## src/rtl/core/rhss_pkg.sv

```systemverilog
// shared types and constants of the substring search block
package rhss_pkg;

  localparam int unsigned BYTE_W    = 8;
  localparam int unsigned LEN_W     = 5;
  localparam int unsigned REG_W     = 64;
  localparam int unsigned CFG_IDX_W = 2;
  localparam int unsigned PAT_BYTES = 16;
  localparam int unsigned OFFSET_W  = 16;
  localparam int unsigned FLAG_W    = 2;

  // configuration register indexes
  typedef enum logic [CFG_IDX_W-1:0] {
    REG_PATTERN_LENGTH = 2'd0,
    REG_PATTERN_LOW    = 2'd1,
    REG_PATTERN_HIGH   = 2'd2
  } cfg_reg_e;

  // per-cycle control shared by all window cells
  typedef struct packed {
    logic shift;
    logic clear;
  } cell_ctrl_t;

endpackage

```

## src/rtl/core/rolling_hash_substring_search_top.sv

```systemverilog
// top level of the streaming substring search: cell row, byte counter and output register
//
//  channel   dir  handshake             payload
//  s_axis    in   tvalid/tready         tdata[7:0] text_byte, tlast last_byte
//  m_axis    out  tvalid/tready         tdata[15:0] match_offset, tuser found/text_too_long
//  cfg       in   cfg_we_i (no wait)    cfg_index_i register, cfg_data_i value
//
//  one text byte per cycle unless stalled; the cells shift and compare in that cycle
//  a result is registered and shows on m_axis the cycle after its deciding byte
//  s_axis stalls only while a result is held and m_axis_tready is low
//  reset clears the window cells, the byte counter, the pattern and the length
module rolling_hash_substring_search_top #(
  parameter int unsigned     MAX_PATTERN = 16,
  parameter longint unsigned MAX_TEXT    = 65536
) (
  input  logic                          clk_i,
  input  logic                          rst_ni,
  input  logic                          cfg_we_i,
  input  logic [rhss_pkg::CFG_IDX_W-1:0] cfg_index_i,
  input  logic [rhss_pkg::REG_W-1:0]    cfg_data_i,
  input  logic                          s_axis_tvalid,
  output logic                          s_axis_tready,
  input  logic [rhss_pkg::BYTE_W-1:0]   s_axis_tdata,   // [7:0] text_byte
  input  logic                          s_axis_tlast,
  output logic                          m_axis_tvalid,
  input  logic                          m_axis_tready,
  output logic [rhss_pkg::OFFSET_W-1:0] m_axis_tdata,   // [15:0] match_offset
  output logic [rhss_pkg::FLAG_W-1:0]   m_axis_tuser    // [0] found, [1] text_too_long
);
  import rhss_pkg::*;

  localparam int unsigned SEEN_W = $clog2(MAX_TEXT + 64'd1);
  localparam int unsigned DIFF_W = (SEEN_W > OFFSET_W) ? SEEN_W : OFFSET_W;

  // configuration registers
  logic [LEN_W-1:0]                    len_q;
  logic [PAT_BYTES-1:0][BYTE_W-1:0]    pat_q;

  always_ff @(posedge clk_i or negedge rst_ni) begin
    if (!rst_ni) begin
      len_q <= '0;
      pat_q <= '0;
    end else if (cfg_we_i) begin
      case (cfg_reg_e'(cfg_index_i))
        REG_PATTERN_LENGTH: len_q <= cfg_data_i[LEN_W-1:0];
        REG_PATTERN_LOW:    pat_q[PAT_BYTES/2-1:0] <= cfg_data_i;
        REG_PATTERN_HIGH:   pat_q[PAT_BYTES-1:PAT_BYTES/2] <= cfg_data_i;
        default: ;
      endcase
    end
  end

  // effective pattern length
  logic [LEN_W-1:0] n_eff;
  assign n_eff = (len_q > LEN_W'(MAX_PATTERN)) ? LEN_W'(MAX_PATTERN) : len_q;

  // search state
  logic [SEEN_W-1:0] seen_q, seen_d, seen_next;
  logic              done_q, done_d;
  logic              out_valid_q;
  logic              found_q, too_long_q;
  logic [OFFSET_W-1:0] offset_q;

  logic accept, zero_len, overflow, process, hit, emit;
  logic found_now, too_long_now;
  logic [DIFF_W-1:0] diff;

  assign s_axis_tready = !out_valid_q || m_axis_tready;
  assign accept        = s_axis_tvalid && s_axis_tready;
  assign zero_len      = (n_eff == '0);
  assign overflow      = (seen_q >= SEEN_W'(MAX_TEXT));
  assign process       = accept && !done_q && !zero_len && !overflow;
  assign seen_next     = seen_q + SEEN_W'(1);

  // reference byte and use mask for each cell
  logic [MAX_PATTERN-1:0][BYTE_W-1:0] ref_bytes;
  logic [MAX_PATTERN-1:0]             in_use;
  logic [MAX_PATTERN-1:0]             eq;

  always_comb begin
    logic [LEN_W-1:0] ref_idx;
    ref_idx = '0;
    for (int j = 0; j < MAX_PATTERN; j++) begin
      in_use[j]    = (LEN_W'(j) < n_eff);
      ref_idx      = n_eff - LEN_W'(j) - LEN_W'(1);
      ref_bytes[j] = pat_q[ref_idx[$clog2(PAT_BYTES)-1:0]];
    end
  end

  // row of window cells, newest byte in cell zero
  cell_ctrl_t                         cell_ctrl;
  logic [MAX_PATTERN-1:0][BYTE_W-1:0] cell_bytes;

  assign cell_ctrl.shift = process;
  assign cell_ctrl.clear = accept && s_axis_tlast;

  for (genvar g = 0; g < MAX_PATTERN; g++) begin : g_cell
    logic [BYTE_W-1:0] byte_in;
    if (g == 0) begin : g_head
      assign byte_in = s_axis_tdata;
    end else begin : g_link
      assign byte_in = cell_bytes[g-1];
    end
    rhss_cell u_cell (
      .clk_i      (clk_i),
      .rst_ni     (rst_ni),
      .ctrl_i     (cell_ctrl),
      .byte_i     (byte_in),
      .ref_byte_i (ref_bytes[g]),
      .byte_o     (cell_bytes[g]),
      .eq_o       (eq[g])
    );
  end

  // match once the window holds at least a pattern's worth of bytes
  assign hit = (&(eq | ~in_use)) && (seen_next >= SEEN_W'(n_eff));

  assign emit         = accept && !done_q && (zero_len || overflow || hit || s_axis_tlast);
  assign found_now    = zero_len || (!overflow && hit);
  assign too_long_now = !zero_len && overflow;
  assign diff         = DIFF_W'(seen_next) - DIFF_W'(n_eff);

  // next counter and done flag
  always_comb begin
    seen_d = seen_q;
    done_d = done_q;
    if (accept && s_axis_tlast) begin
      seen_d = '0;
      done_d = 1'b0;
    end else begin
      if (process) begin
        seen_d = seen_next;
      end
      if (emit) begin
        done_d = 1'b1;
      end
    end
  end

  always_ff @(posedge clk_i or negedge rst_ni) begin
    if (!rst_ni) begin
      seen_q      <= '0;
      done_q      <= 1'b0;
      out_valid_q <= 1'b0;
    end else begin
      seen_q <= seen_d;
      done_q <= done_d;
      if (emit) begin
        out_valid_q <= 1'b1;
      end else if (m_axis_tready) begin
        out_valid_q <= 1'b0;
      end
    end
  end

  // result word register
  always_ff @(posedge clk_i) begin
    if (emit) begin
      found_q    <= found_now;
      too_long_q <= too_long_now;
      offset_q   <= (found_now && !zero_len) ? diff[OFFSET_W-1:0] : '0;
    end
  end

  assign m_axis_tvalid = out_valid_q;
  assign m_axis_tdata  = offset_q;
  assign m_axis_tuser  = {too_long_q, found_q};

  // checks
  a_flags_exclusive: assert property (@(posedge clk_i) disable iff (!rst_ni)
    m_axis_tvalid |-> !(m_axis_tuser[0] && m_axis_tuser[1]))
    else $error("found and text_too_long both set");

  a_miss_offset_zero: assert property (@(posedge clk_i) disable iff (!rst_ni)
    (m_axis_tvalid && !m_axis_tuser[0]) |-> (m_axis_tdata == '0))
    else $error("offset not zero without a match");

  a_seen_bounded: assert property (@(posedge clk_i) disable iff (!rst_ni)
    seen_q <= SEEN_W'(MAX_TEXT))
    else $error("byte counter beyond text range");

  a_rearm: assert property (@(posedge clk_i) disable iff (!rst_ni)
    (accept && s_axis_tlast) |=> (seen_q == '0 && !done_q))
    else $error("search not re-armed after last byte");

  a_one_result: assert property (@(posedge clk_i) disable iff (!rst_ni)
    (emit && !s_axis_tlast) |=> done_q)
    else $error("search not closed after a result");

endmodule

```

## src/rtl/core/rhss_cell.sv

```systemverilog
// one window cell: holds a text byte, passes it on and compares the incoming byte
module rhss_cell (
  input  logic                       clk_i,
  input  logic                       rst_ni,
  input  rhss_pkg::cell_ctrl_t       ctrl_i,
  input  logic [rhss_pkg::BYTE_W-1:0] byte_i,
  input  logic [rhss_pkg::BYTE_W-1:0] ref_byte_i,
  output logic [rhss_pkg::BYTE_W-1:0] byte_o,
  output logic                       eq_o
);
  import rhss_pkg::*;

  logic [BYTE_W-1:0] byte_q, byte_d;

  // shift in the neighbour's byte, clear at end of text
  always_comb begin
    byte_d = byte_q;
    if (ctrl_i.clear) begin
      byte_d = '0;
    end else if (ctrl_i.shift) begin
      byte_d = byte_i;
    end
  end

  always_ff @(posedge clk_i or negedge rst_ni) begin
    if (!rst_ni) begin
      byte_q <= '0;
    end else begin
      byte_q <= byte_d;
    end
  end

  // compare the byte this cell takes on the next shift
  assign eq_o   = (byte_i == ref_byte_i);
  assign byte_o = byte_q;

endmodule
```

## config.mk

```make
export PLATFORM = sky130hd
export DESIGN_NAME = rolling_hash_substring_search_top
export DESIGN_NICKNAME = d
export VERILOG_FILES = /design/src/rtl/core/rhss_pkg.sv /design/src/rtl/core/rolling_hash_substring_search_top.sv /design/src/rtl/core/rhss_cell.sv
export SDC_FILE = /design/constraint.sdc
export NUM_CORES = 1
export LEC_CHECK = 0
export BUFFER_PORTS_ARGS = -buffer_cell sky130_fd_sc_hd__buf_2
export CORE_ASPECT_RATIO = 1.25
export CORE_MARGIN = 2
export CORE_UTILIZATION = 42
export DETAILED_ROUTE_END_ITERATION = 7
export PLACE_DENSITY = 0.66
export SLEW_MARGIN = 5
export SYNTH_ARGS = -nofsm -noshare
export SYNTH_HDL_FRONTEND = slang
export SYNTH_HIERARCHICAL = 1
export SYNTH_SLANG_ARGS = --single-unit
```

## constraint.sdc

```tcl
create_clock -name clk_i -period 9 [get_ports clk_i]
set_clock_uncertainty 0.2 [all_clocks]
set_input_delay 0.45 -clock clk_i [delete_from_list [all_inputs] [get_ports clk_i]]
set_output_delay 0.45 -clock clk_i [all_outputs]
set_load 0.05 [all_outputs]
```

==> results_dict.tcl <==
set metrics [dict create \
    status "finished clean" \
    drc_errors 0 \
    via_per_inst 5.83 \
    ys_warn_count 6 \
    syn_area_um2 19700 \
    wire_per_inst_um 25.5 \
    hold_violations 0 \
    io-pin-count 100 \
    fin_crit_ns 6.59 \
    cts_resized 0 \
    grt_util_all_layers_pct 25.5 \
    syn-num-nets 1819 \
    grt_pass1_wl_um 91600 \
    grt_start_max_net_pins 129 \
    layout.nets 1927 \
    min_period_over_period_pct 73.2 \
    final_cell_mix "570 x mux2i_1, 272 x dfrtp_1, 163 x nor2_1" \
    crit_type "flip-flop to flip-flop" \
    grt_overflow 0 \
    drtIter0Drc 856 \
    wirelength_um 62100 \
    hp-class "input pin to flip-flop" \
    portBuffers 99 \
    num_antenna_cells 0 \
    power_density_nw_per_um2 289 \
    maxCapViolCount 0 \
    std_cell_rows 88 \
    grt_setup_unrepaired "false" \
    cp.buffers_inverters 3 \
    drive_above_1_share_pct 19.9 \
    path_delay_family "compound AO/OA/AOI/OAI gates" \
    clockBufferDepth 3 \
    synthToLayoutAreaGrowth_pct 12.8 \
    postRouteAntennaNets 0 \
    cts.htree.levels 1 \
    clk_pin_slew_ns 0.07 \
    cp.arrival_ns 6.66 \
    timing.slew.headroom_pct 23.7 \
    max_freq_mhz 152 \
    gp_congestion 1.04 \
    clock-sinks 290 \
    cp_cell_sequence "nor2b_2, buf_4, inv_2, ha_1, nand2b_1, a22oi_2, mux2i_1, mux4_2, xnor2_1, nand4_1, nor2_1, nand4_1, a2111o_1, a211oi_2, nand2_1, a211oi_2, buf_4" \
    p_leak_nw 9.84 \
    avgSynthCellArea_um2 11.4 \
    critPathMaxStageDelay_ns 0.93 \
    final_util_pct 48.0 \
    die_w_um 198 \
    tightest_slew_ns 1.14 \
    die_h_um 246 \
    firstDrtPassIters 5 \
    clock-root-buffer "clkbuf_16" \
    path_max_fanout 22 \
    worstPathRequired_ns 9.07 \
    dieArea_um2 48600 \
    vdd_drop_max_mv 0.173 \
    start_kind "flip-flop" \
    finalSetupViolations 0 \
    grt_pass1_vias 14132 \
    clkLatencyLatePin_ns 0.58 \
    cts_setup_buffers 0 \
    hpwlAfterDp_um 48400 \
    final.setup.tns_ns 0 \
    synthCells 1721 \
    layout_commonest_cell "mux2i_1" \
    numCtsBuffers 30 \
    core_um2 46200 \
    cpMaxStageDelayCell "a22oi_2" \
    holdWs_ns 0.0361 \
    antenna_found_initial 0 \
    maxSlewViolCount 0 \
    tritoncts "done" \
    start_util_pct 42.5 \
    vias 14201 \
    endpoint_kind "flip-flop" \
]
layout make-up:
cell class,instances,area [um2]
fill,4183,24100
multi-input combinational,1304,11700
sequential,290,7350
timing repair buffer,189,1380
clock buffer,45,908
tap,585,732
clock inverter,8,67.6
inverter,14,57.6
metal layers:
layer  wire [um]  share of wire, %  global-route usage [%]
met3        2390               3.8                    2.52
met5           0                 0                       0
met1       25200                41                    30.8
met4        4270               6.9                    15.3
met2       30300                49                    43.9
worst paths after layout:
| path | slack [ns] | start | endpoint | cells after the start |
|---|---|---|---|---|
| setup reg to reg | 2.41 | len_q[4]$_DFFE_PN0P_ | m_axis_tdata[2]$_SDFFCE_PN0P_ | 17 |
| max in group asynchronous | 6.63 | rst_ni | len_q[1]$_DFFE_PN0P_ | 3 |
| setup / recovery | 2.41 | len_q[4]$_DFFE_PN0P_ | m_axis_tdata[2]$_SDFFCE_PN0P_ | 17 |
| hold reg to reg | 0.33 | pat_q[56]$_DFFE_PN0P_ | pat_q[56]$_DFFE_PN0P_ | 1 |
| hold / removal | 0.04 | m_axis_tready | m_axis_tvalid$_DFFE_PN0P_ | 3 |
| min in group asynchronous | 0.38 | rst_ni | g_cell[10].u_cell/byte_o[0]$_DFFE_PN0P_ | 2 |
report_power, final:
| part | total (W) | switching, W | internal [W] |
|---|---|---|---|
| clock | 0.00124 | 0.000526 | 0.000718 |
| combinational | 0.00347 | 0.00203 | 0.00144 |
| sequential | 0.00170 | 0.000202 | 0.00149 |
state kept, by name, indices dropped and copies added (netlist names):
| register | count |
|---|---|
| done_q | 1 |
| found_q | 1 |
| g_cell.u_cell/byte_o | 120 |
| len_q | 5 |
| m_axis_tdata | 16 |
| m_axis_tvalid | 1 |
| pat_q | 128 |
| seen_q | 17 |
| too_long_q | 1 |
metrics by stage:
step | instance area (um2) | cells | worst slack (ns) | power, W
floorplan | 19700 | 1721 | 2.65 | 0.00410
global placement | 20500 | 2308 | 2.69 | 0.00504
detailed placement | 20500 | 2308 | 2.58 | 0.00508
CTS | 22200 | 2435 | 2.53 | 0.00636
global route | 22200 | 2435 | 2.03 | 0.00665
finish | 22200 | 2435 | 2.41 | 0.00641
repair_timing:
action / in CTS / in global routing
hold buffers: 74 / 0
setup endpoints to repair: 0 / 0
endpoints found under the hold margin: 254 / 0
worst register-to-register path: cells and delay by family (launching register included):
family / cells / cell delay [ns]
compound gates: 4 / 1.97
buf+inv: 3 / 1.09
mux: 2 / 0.99
simple gates: 6 / 0.84
flops: 1 / 0.57
fa+ha+maj: 1 / 0.44
xor+xnor: 1 / 0.16
No activity file was read; power rests on OpenSTA's default activity.
